**src/rtl/bsna_pkg.sv**
```systemverilog
// Package: shared constants, types and codes of the bitmap slab node allocator.
`default_nettype none
package bsna_pkg;
  localparam int unsigned NODES     = 64;
  localparam int unsigned MAXC      = 16;
  localparam int unsigned IDX_W     = 6;
  localparam int unsigned SLOT_W    = 4;
  localparam int unsigned CNT_W     = 5;

  localparam logic [1:0] ST_OK      = 2'd0;
  localparam logic [1:0] ST_NOSLOT  = 2'd1;
  localparam logic [1:0] ST_BADARG  = 2'd2;
  localparam logic [1:0] ST_DBLFREE = 2'd3;

  localparam logic OP_ALLOC = 1'b0;
  localparam logic OP_FREE  = 1'b1;

  typedef struct packed {
    logic [SLOT_W-1:0] slot;
    logic [NODES-1:0]  bits;
  } cell_t;

  typedef enum logic [1:0] {
    CK_NONE,
    CK_WRITE,
    CK_SHIFT
  } cmd_kind_e;

  typedef struct packed {
    cmd_kind_e         kind;
    logic [SLOT_W-1:0] pos;
    cell_t             data;
  } cmd_t;
endpackage
`default_nettype wire

```
**src/rtl/bsna_if.sv**
```systemverilog
// Interfaces: request and result channels of the allocator.
`default_nettype none
interface bsna_req_if;
  logic       valid;
  logic       ready;
  logic       opcode;
  logic [3:0] free_slot;
  logic [5:0] free_index;
  modport source (output valid, opcode, free_slot, free_index, input ready);
  modport sink (input valid, opcode, free_slot, free_index, output ready);
endinterface

interface bsna_rsp_if;
  logic       valid;
  logic       ready;
  logic [1:0] status;
  logic [3:0] given_slot;
  logic [5:0] given_index;
  logic       container_released;
  modport source (output valid, status, given_slot, given_index, container_released,
                  input ready);
  modport sink (input valid, status, given_slot, given_index, container_released,
                output ready);
endinterface
`default_nettype wire

```
**src/rtl/bsna_cell.sv**
```systemverilog
// Cell: one search-order position holding a container slot and its bitmap.
`default_nettype none
module bsna_cell import bsna_pkg::*; (
  input  wire logic              clk_i,
  input  wire logic              rst_ni,
  input  wire logic [SLOT_W-1:0] pos_i,
  input  wire cmd_t              cmd_i,
  input  wire cell_t             next_i,
  output      cell_t             cell_o
);
  cell_t cell_q, cell_d;

  always_comb begin
    cell_d = cell_q;
    case (cmd_i.kind)
      CK_WRITE: if (cmd_i.pos == pos_i) cell_d = cmd_i.data;
      CK_SHIFT: if (pos_i >= cmd_i.pos) cell_d = next_i;
      default:  cell_d = cell_q;
    endcase
  end

  always_ff @(posedge clk_i or negedge rst_ni) begin
    if (!rst_ni) begin
      cell_q <= '0;
    end else begin
      cell_q <= cell_d;
    end
  end

  assign cell_o = cell_q;
endmodule
`default_nettype wire

```
**src/rtl/bitmap_slab_node_allocator.sv**
```systemverilog
// Top level: bitmap slab node allocator built on a chain of search-order cells.
`default_nettype none
// First-fit node allocator over up to 16 containers of 64 nodes each. Slot 0
// is permanent and heads the search order. An allocate scans the chain from
// its head: the scan reads one cell of the chain per cycle while the output
// register is free, and does a find-first-zero over its bitmap. A free first
// locates the cell, then updates it, or shifts the chain left by one to unlink
// an emptied container. One request is in flight at a time; a result waits in
// an output register until taken.
module bitmap_slab_node_allocator import bsna_pkg::*; (
  input wire logic clk_i,
  input wire logic rst_ni,
  bsna_req_if.sink req_i,
  bsna_rsp_if.source rsp_o
);
  localparam logic [1:0] S_IDLE = 2'd0;
  localparam logic [1:0] S_SCAN = 2'd1;
  localparam logic [1:0] S_FRD  = 2'd2;
  localparam logic [1:0] S_FDO  = 2'd3;

  logic [1:0]        state_q, state_d;
  logic [SLOT_W-1:0] ptr_q, ptr_d;
  logic [CNT_W-1:0]  cnt_q, cnt_d;
  logic [MAXC-1:0]   act_q, act_d;
  logic [SLOT_W-1:0] fslot_q;
  logic [IDX_W-1:0]  fidx_q;
  logic [SLOT_W-1:0] fpos_q, fpos_d;
  logic [NODES-1:0]  fbits_q, fbits_d;

  logic              ovld_q, ovld_d;
  logic [1:0]        ost_q, ost_d;
  logic [SLOT_W-1:0] oslot_q, oslot_d;
  logic [IDX_W-1:0]  oidx_q, oidx_d;
  logic              orel_q, orel_d;

  cell_t cells [MAXC];
  cmd_t  cmd;

  for (genvar k = 0; k < MAXC; k++) begin : g_cell
    cell_t nxt;
    if (k == MAXC - 1) begin : g_last
      assign nxt = '0;
    end else begin : g_mid
      assign nxt = cells[k+1];
    end
    bsna_cell u_cell (
      .clk_i  (clk_i),
      .rst_ni (rst_ni),
      .pos_i  (SLOT_W'(k)),
      .cmd_i  (cmd),
      .next_i (nxt),
      .cell_o (cells[k])
    );
  end

  cell_t             cur;
  logic              z_found;
  logic [IDX_W-1:0]  z_idx;
  logic              ns_found;
  logic [SLOT_W-1:0] ns_slot;
  logic [SLOT_W-1:0] hit_pos;
  logic [NODES-1:0]  nb;
  logic              out_free;

  assign cur = cells[ptr_q];
  assign out_free = !ovld_q || rsp_o.ready;
  assign nb = fbits_q & ~(NODES'(1) << fidx_q);

  always_comb begin
    z_found = 1'b0;
    z_idx   = '0;
    for (int i = NODES - 1; i >= 0; i--) begin
      if (!cur.bits[i]) begin
        z_found = 1'b1;
        z_idx   = IDX_W'(i);
      end
    end
  end

  always_comb begin
    ns_found = 1'b0;
    ns_slot  = '0;
    for (int i = MAXC - 1; i >= 0; i--) begin
      if (!act_q[i]) begin
        ns_found = 1'b1;
        ns_slot  = SLOT_W'(i);
      end
    end
  end

  always_comb begin
    hit_pos = '0;
    for (int i = 0; i < MAXC; i++) begin
      if (CNT_W'(i) < cnt_q && cells[i].slot == fslot_q) hit_pos = hit_pos | SLOT_W'(i);
    end
  end

  assign req_i.ready = (state_q == S_IDLE);

  always_comb begin
    state_d = state_q;
    ptr_d   = ptr_q;
    cnt_d   = cnt_q;
    act_d   = act_q;
    fpos_d  = fpos_q;
    fbits_d = fbits_q;
    ovld_d  = ovld_q && !rsp_o.ready;
    ost_d   = ost_q;
    oslot_d = oslot_q;
    oidx_d  = oidx_q;
    orel_d  = orel_q;
    cmd     = '{kind: CK_NONE, pos: '0, data: '0};
    unique case (state_q)
      S_IDLE: begin
        if (req_i.valid) begin
          ptr_d   = '0;
          state_d = (req_i.opcode == OP_FREE) ? S_FRD : S_SCAN;
        end
      end
      S_SCAN: begin
        if (out_free) begin
          ovld_d  = 1'b1;
          ost_d   = ST_OK;
          oslot_d = '0;
          oidx_d  = '0;
          orel_d  = 1'b0;
          state_d = S_IDLE;
          if (z_found) begin
            cmd.kind = CK_WRITE;
            cmd.pos  = ptr_q;
            cmd.data = '{slot: cur.slot, bits: cur.bits | (NODES'(1) << z_idx)};
            oslot_d  = cur.slot;
            oidx_d   = z_idx;
          end else if (CNT_W'(ptr_q) + CNT_W'(1) < cnt_q) begin
            ovld_d  = ovld_q && !rsp_o.ready;
            ptr_d   = ptr_q + SLOT_W'(1);
            state_d = S_SCAN;
          end else if (!ns_found || cnt_q >= CNT_W'(MAXC)) begin
            ost_d = ST_NOSLOT;
          end else begin
            cmd.kind        = CK_WRITE;
            cmd.pos         = cnt_q[SLOT_W-1:0];
            cmd.data        = '{slot: ns_slot, bits: NODES'(1)};
            act_d[ns_slot]  = 1'b1;
            cnt_d           = cnt_q + CNT_W'(1);
            oslot_d         = ns_slot;
          end
        end
      end
      S_FRD: begin
        fpos_d  = hit_pos;
        fbits_d = cells[hit_pos].bits;
        state_d = S_FDO;
      end
      S_FDO: begin
        if (out_free) begin
          ovld_d  = 1'b1;
          ost_d   = ST_OK;
          oslot_d = '0;
          oidx_d  = '0;
          orel_d  = 1'b0;
          state_d = S_IDLE;
          if (!act_q[fslot_q]) begin
            ost_d = ST_BADARG;
          end else if (!fbits_q[fidx_q]) begin
            ost_d = ST_DBLFREE;
          end else if (fslot_q != '0 && nb == '0) begin
            cmd.kind        = CK_SHIFT;
            cmd.pos         = fpos_q;
            cnt_d           = cnt_q - CNT_W'(1);
            act_d[fslot_q]  = 1'b0;
            orel_d          = 1'b1;
          end else begin
            cmd.kind = CK_WRITE;
            cmd.pos  = fpos_q;
            cmd.data = '{slot: fslot_q, bits: nb};
          end
        end
      end
      default: state_d = S_IDLE;
    endcase
  end

  always_ff @(posedge clk_i or negedge rst_ni) begin
    if (!rst_ni) begin
      state_q <= S_IDLE;
      ptr_q   <= '0;
      cnt_q   <= CNT_W'(1);
      act_q   <= MAXC'(1);
      ovld_q  <= 1'b0;
    end else begin
      state_q <= state_d;
      ptr_q   <= ptr_d;
      cnt_q   <= cnt_d;
      act_q   <= act_d;
      ovld_q  <= ovld_d;
    end
  end

  always_ff @(posedge clk_i) begin
    if (req_i.valid && req_i.ready) begin
      fslot_q <= req_i.free_slot;
      fidx_q  <= req_i.free_index;
    end
    fpos_q  <= fpos_d;
    fbits_q <= fbits_d;
    ost_q   <= ost_d;
    oslot_q <= oslot_d;
    oidx_q  <= oidx_d;
    orel_q  <= orel_d;
  end

  assign rsp_o.valid              = ovld_q;
  assign rsp_o.status             = ost_q;
  assign rsp_o.given_slot         = oslot_q;
  assign rsp_o.given_index        = oidx_q;
  assign rsp_o.container_released = orel_q;
endmodule
`default_nettype wire
```
**src/flat_wrapper.sv**
```systemverilog
// flat-port wrapper written by rule: the top's interface ports become plain ports
module bitmap_slab_node_allocator_flat import bsna_pkg::*;
  (clk_i, rst_ni, req_i_valid, req_i_opcode, req_i_free_slot, req_i_free_index, req_i_ready, rsp_o_valid, rsp_o_status, rsp_o_given_slot, rsp_o_given_index, rsp_o_container_released, rsp_o_ready);
  bsna_req_if req_i_i ();
  bsna_rsp_if rsp_o_i ();
  input wire logic clk_i;
  input wire logic rst_ni;
  input wire logic [$bits(req_i_i.valid)-1:0] req_i_valid;
  input wire logic [$bits(req_i_i.opcode)-1:0] req_i_opcode;
  input wire logic [$bits(req_i_i.free_slot)-1:0] req_i_free_slot;
  input wire logic [$bits(req_i_i.free_index)-1:0] req_i_free_index;
  output wire logic [$bits(req_i_i.ready)-1:0] req_i_ready;
  output wire logic [$bits(rsp_o_i.valid)-1:0] rsp_o_valid;
  output wire logic [$bits(rsp_o_i.status)-1:0] rsp_o_status;
  output wire logic [$bits(rsp_o_i.given_slot)-1:0] rsp_o_given_slot;
  output wire logic [$bits(rsp_o_i.given_index)-1:0] rsp_o_given_index;
  output wire logic [$bits(rsp_o_i.container_released)-1:0] rsp_o_container_released;
  input wire logic [$bits(rsp_o_i.ready)-1:0] rsp_o_ready;
  assign req_i_i.valid = req_i_valid;
  assign req_i_i.opcode = req_i_opcode;
  assign req_i_i.free_slot = req_i_free_slot;
  assign req_i_i.free_index = req_i_free_index;
  assign req_i_ready = req_i_i.ready;
  assign rsp_o_valid = rsp_o_i.valid;
  assign rsp_o_status = rsp_o_i.status;
  assign rsp_o_given_slot = rsp_o_i.given_slot;
  assign rsp_o_given_index = rsp_o_i.given_index;
  assign rsp_o_container_released = rsp_o_i.container_released;
  assign rsp_o_i.ready = rsp_o_ready;
  bitmap_slab_node_allocator u_core (.clk_i(clk_i), .rst_ni(rst_ni), .req_i(req_i_i), .rsp_o(rsp_o_i));
endmodule
```
**config.mk**
```make
export PLATFORM = sky130hd
export DESIGN_NAME = bitmap_slab_node_allocator_flat
export DESIGN_NICKNAME = d
export VERILOG_FILES = /design/src/rtl/bsna_pkg.sv /design/src/rtl/bsna_if.sv /design/src/rtl/bsna_cell.sv /design/src/rtl/bitmap_slab_node_allocator.sv /design/src/flat_wrapper.sv
export SDC_FILE = /design/constraint.sdc
export NUM_CORES = 2
export LEC_CHECK = 0
export BUFFER_PORTS_ARGS = -buffer_cell sky130_fd_sc_hd__buf_2
export CORE_ASPECT_RATIO = 1.5
export CORE_MARGIN = 4
export CORE_UTILIZATION = 63
export DETAILED_ROUTE_END_ITERATION = 12
export GPL_TIMING_DRIVEN = 1
export PLACE_DENSITY = 0.76
export SYNTH_ARGS = -nofsm -noshare
export SYNTH_HDL_FRONTEND = slang
export SYNTH_HIERARCHICAL = 1
export SYNTH_SLANG_ARGS = --single-unit
export TNS_END_PERCENT = 5
```
**constraint.sdc**
```tcl
create_clock -name clk_i -period 13.2 [get_ports clk_i]
set_input_delay 2.64 -clock clk_i [delete_from_list [all_inputs] [get_ports clk_i]]
set_output_delay 2.64 -clock clk_i [all_outputs]
set_load 0.02 [all_outputs]
```
==> summary.txt <==
WORST SETUP PATH
------------------------------------------------------------------------------------------
Bufs and invs on worst path                                                              7
Required arrival time at the worst endpoint                                       13.87 ns
Cell class contributing the biggest share of worst-path delay                 buffers and inverters
Critical path launch point type                                                   register
Capturing element type of the critical path                                       register
Critical Path AT                                                                   9.51 ns
Path type of the worst setup path                                             register to register
Biggest fanout along the worst timing path                                              37
Biggest cell delay along the critical path                                         0.79 ns
Cell occurring most often along the worst timing path                         sky130_fd_sc_hd__buf_4
Slowest cell on crit path                                                     sky130_fd_sc_hd__buf_4
Critical-path cell list                                                       buf_4 -> inv_4 -> buf_4 -> nand3_1 -> nand2_1 -> mux2i_1 -> nor3_1 -> nand3_1 -> or2_4 -> o21ai_1 -> nand2_2 -> buf_4 -> nor2b_4 -> buf_4 -> a31oi_1 -> a221oi_4 -> buf_4 -> buf_4 -> mux2_2

CELLS AND AREA
------------------------------------------------------------------------------------------
Commonest non-fill, non-tap cells in the layout                               sky130_fd_sc_hd__mux2_2, sky130_fd_sc_hd__dfrtp_1, sky130_fd_sc_hd__nand2_1, sky130_fd_sc_hd__mux2_4, sky130_fd_sc_hd__mux4_2
Final Cell Area                                                                 91300 um^2
Post-Layout Cell Count                                                                9154
Fillers                                                                               9901
Leading cell type in the layout, fill and taps excluded                       sky130_fd_sc_hd__mux2_2
Signed area change from the synthesized netlist to the final layout                  6.48%
Fraction of layout cells with a size suffix above 1                                  40.6%
Utilization of the core after routing                                                67.6%
# nets final                                                                          7372

FLOORPLAN
------------------------------------------------------------------------------------------
Floorplan die height                                                                460 um
DIE WIDTH                                                                           309 um
Core outline area                                                              135000 um^2
Effective utilization at floorplan                                                   63.5%
Die Area                                                                       142000 um^2
Num rows                                                                               165
Ports                                                                                   30

DRT
------------------------------------------------------------------------------------------
Final ANT Viol Nets                                                                      0
Average routed wire per standard cell                                              33.8 um
1st-iter DRT viols                                                                    9012
Vias post-DR                                                                         68100
Total Wirelength                                                                 309000 um
Via/cell ratio                                                                        7.44
First drt pass iteration count                                                           8
DRC Markers                                                                              0

GLOBAL ROUTE
------------------------------------------------------------------------------------------
Total routing resource utilization after global routing                              43.0%
Vias in the first global route                                                       69000
Maximum number of pins on one net before global-route repair                           161
Number of antenna violations at the first check in global routing                        8
First-pass GRT wire length                                                       456000 um
Overflow left after global routing                                                       0

POWER AND IR DROP
------------------------------------------------------------------------------------------
Total design power                                                                 8.94 mW
Clock network fraction of total power                                                42.0%
Largest vdd supply drop                                                         0.000137 V
Psw                                                                                2.54 mW
Sw Share                                                                             28.4%
Pint                                                                               6.40 mW
Combinational group share of total power                                             11.3%
Power density over cell area                                                  97.9 nW/um^2
Sequential Power Share                                                               46.7%
Pleak                                                                              38.7 nW

CLOCK NETWORK
------------------------------------------------------------------------------------------
CTS buffer count                                                                       120
Clock edge transition at the registers on the reported setup and hold paths        0.07 ns
Hold-fix buffers at CTS                                                                  0
TritonCTS clock tree                                                                 built
Setup fix buffers added after clock tree synthesis                                       0
Number of levels in the clock H-tree                                                     3
Clock latency at the later pin of the worst-skew pair                              0.81 ns
Number of clock sinks                                                                 1207
Cells resized by post-CTS repair                                                         0
CTS root buf                                                                  sky130_fd_sc_hd__clkbuf_16
CTS max path bufs                                                                        3

STA
------------------------------------------------------------------------------------------
Final critical path time including I/O delays and setup                            8.84 ns
Min Hold Slack                                                                    0.519 ns
Final setup vio count                                                                    0
Final setup skew                                                                 0.0423 ns
Maximum achievable frequency                                                       113 MHz
Final-report max-slew violation count                                                    0
Hold Fails Final Rpt                                                                     0
Transition time of the tightest slew-check pin                                     1.37 ns
Headroom to the max-slew limit                                                       8.05%
Share of the cycle needed by the critical path after routing                         67.0%
RSZ-0062 raised after global routing                                                 false
Sum of negative setup slack                                                           0 ns
Worst Slack Setup Final                                                            4.36 ns

YOSYS
------------------------------------------------------------------------------------------
Simple-Gate Fraction of Synth Area                                                   9.86%
Number of synthesized flops with an enable pin                                          91
Top FF cell, synth                                                            sky130_fd_sc_hd__dfrtp_1
Compound-cell area share of the yosys netlist                                        8.37%
Xor/xnor cell area share of the yosys netlist                                       0.654%
Proportion of synthesized chip area in sequential cells                              35.8%
Post-synthesis adder-cell area fraction                                              1.05%
Number of unique standard cell types used by synthesis                                 109
Post-Syn Area per Cell                                                           11.5 um^2
Synthesized area                                                                85700 um^2
Dominant combinational cell family by area after synthesis                    multiplexers
Asr flop ratio synth                                                                 92.5%
Mux contribution to synthesized area                                                 39.5%
Total of flip-flops plus latches after synthesis                                      1207
Number of instances in the synthesized netlist                                        7438
Number of warnings issued by yosys                                                       6

PLACE
------------------------------------------------------------------------------------------
Worst setup slack before clock tree synthesis                                      4.78 ns
Placer's final routability congestion estimate                                        1.06
Cell area after placement                                                       87000 um^2
Post-DP HPWL                                                                     190000 um
Number of placed instances, taps included                                             8915
Count of port buffers added during placement                                            29

RUN STATUS
------------------------------------------------------------------------------------------
Outcome                                                                       finished clean

MIN PATH
------------------------------------------------------------------------------------------
Class of the worst hold path                                                  register to register

FLOW RUN
------------------------------------------------------------------------------------------
Max-capacitance violation count                                                          0

[per-layer routing]
metal | global-route usage (%) | up-vias | share of wire [%] | wire length [um]
met1 | 52.1 | 34200 | 35 | 107000
met2 | 65.4 | 4790 | 45 | 138000
met3 | 10.3 | 1601 | 11 | 33200
met5 | 0 | - | 0.014 | 42
li1 | - | 27600 | - | -
met4 | 34.8 | 6 | 10 | 31000
[cell families (layout without fill, tap and decap cells)]
family | after synthesis | after routing
muxes | 2577 | 2577
and+or+nand+nor | 1796 | 1796
DFF | 1207 | 1207
AOI/OAI and AO/OA | 964 | 964
buffers and inverters | 756 | 581
adders and majority gates | 72 | 72
xor gates and xnor gates | 64 | 64
other | 2 | 140
[power groups by stage]
stage          clock, mW  sequential [mW]  combinational [mW]
4_1_cts             3.77             4.16               0.976
2_1_floorplan          0             4.12               0.584
6_report            3.76             4.17                1.01
3_3_place_gp           0             4.22               0.957
5_1_grt             3.92             4.18                1.04
3_5_place_dp           0             4.22               0.973
[layout make-up]
cell class                 count  area [um^2]  share of cell area, %
inverter                     136          522                  0.572
antenna                        8         20.0                 0.0219
timing repair buffer         215         1750                   1.92
sequential                  1207        30700                   33.6
tap                         1753         2190                   2.40
multi-input combinational   5605        51900                   56.8
clock inverter                61          757                  0.829
clock buffer                 169         3480                   3.81
[final timing paths]
kind                                                                     start                                        endpoint  slack [ns]  depth (start not counted)
worst max-delay path                               u_core/ptr_q[1]$_DFFE_PN0P_  u_core/g_cell[9].u_cell/cell_o[51]$_DFFE_PN0P_        4.36                         19
worst min-delay path            u_core/g_cell[0].u_cell/cell_o[55]$_DFFE_PN0P_  u_core/g_cell[0].u_cell/cell_o[55]$_DFFE_PN0P_        0.52                          1
worst max register to register                     u_core/ptr_q[1]$_DFFE_PN0P_  u_core/g_cell[9].u_cell/cell_o[51]$_DFFE_PN0P_        4.36                         19
worst min register to register  u_core/g_cell[0].u_cell/cell_o[55]$_DFFE_PN0P_  u_core/g_cell[0].u_cell/cell_o[55]$_DFFE_PN0P_        0.52                          1
max in group asynchronous                                               rst_ni   u_core/g_cell[5].u_cell/cell_o[3]$_DFFE_PN0P_        8.92                          3
min in group asynchronous                                               rst_ni  u_core/g_cell[2].u_cell/cell_o[30]$_DFFE_PN0P_        1.85                          1
[registers in the layout (all words and copies together) (netlist names), 4 cells and up]
signal and count:
u_core/cnt_q 5, u_core/rsp_o.given_slot 4, u_core/fslot_q 4, u_core/ptr_q 4, u_core/act_q 16, u_core/fbits_q 64, u_core/fpos_q 4, u_core/fidx_q 6
u_core/g_cell.u_cell/cell_o 1088, u_core/rsp_o.given_index 6
[cells in the mapped netlist, types with 65 or more instances]
| cell type | count | area share, % |
|---|---|---|
| sky130_fd_sc_hd__a211oi_1 | 137 | 1.2 |
| sky130_fd_sc_hd__a311o_1 | 65 | 0.76 |
| sky130_fd_sc_hd__a311oi_1 | 131 | 1.3 |
| sky130_fd_sc_hd__a31oi_1 | 91 | 0.66 |
| sky130_fd_sc_hd__and2_1 | 145 | 1.1 |
| sky130_fd_sc_hd__buf_2 | 148 | 0.86 |
| sky130_fd_sc_hd__clkbuf_1 | 317 | 1.4 |
| sky130_fd_sc_hd__dfrtp_1 | 1114 | 33 |
| sky130_fd_sc_hd__edfxtp_1 | 91 | 3.2 |
| sky130_fd_sc_hd__ha_1 | 72 | 1.1 |
| sky130_fd_sc_hd__inv_1 | 133 | 0.58 |
| sky130_fd_sc_hd__mux2_2 | 1873 | 25 |
| sky130_fd_sc_hd__mux2_4 | 320 | 5.6 |
| sky130_fd_sc_hd__mux4_2 | 298 | 7.8 |
| sky130_fd_sc_hd__nand2_1 | 840 | 3.7 |
| sky130_fd_sc_hd__nand3_1 | 227 | 1.3 |
| sky130_fd_sc_hd__nand3b_1 | 71 | 0.62 |
| sky130_fd_sc_hd__nor2_1 | 276 | 1.2 |
| sky130_fd_sc_hd__o211ai_1 | 77 | 0.67 |
| sky130_fd_sc_hd__o21ai_0 | 127 | 0.74 |
Note: power is estimated with default switching activity, not from simulation.
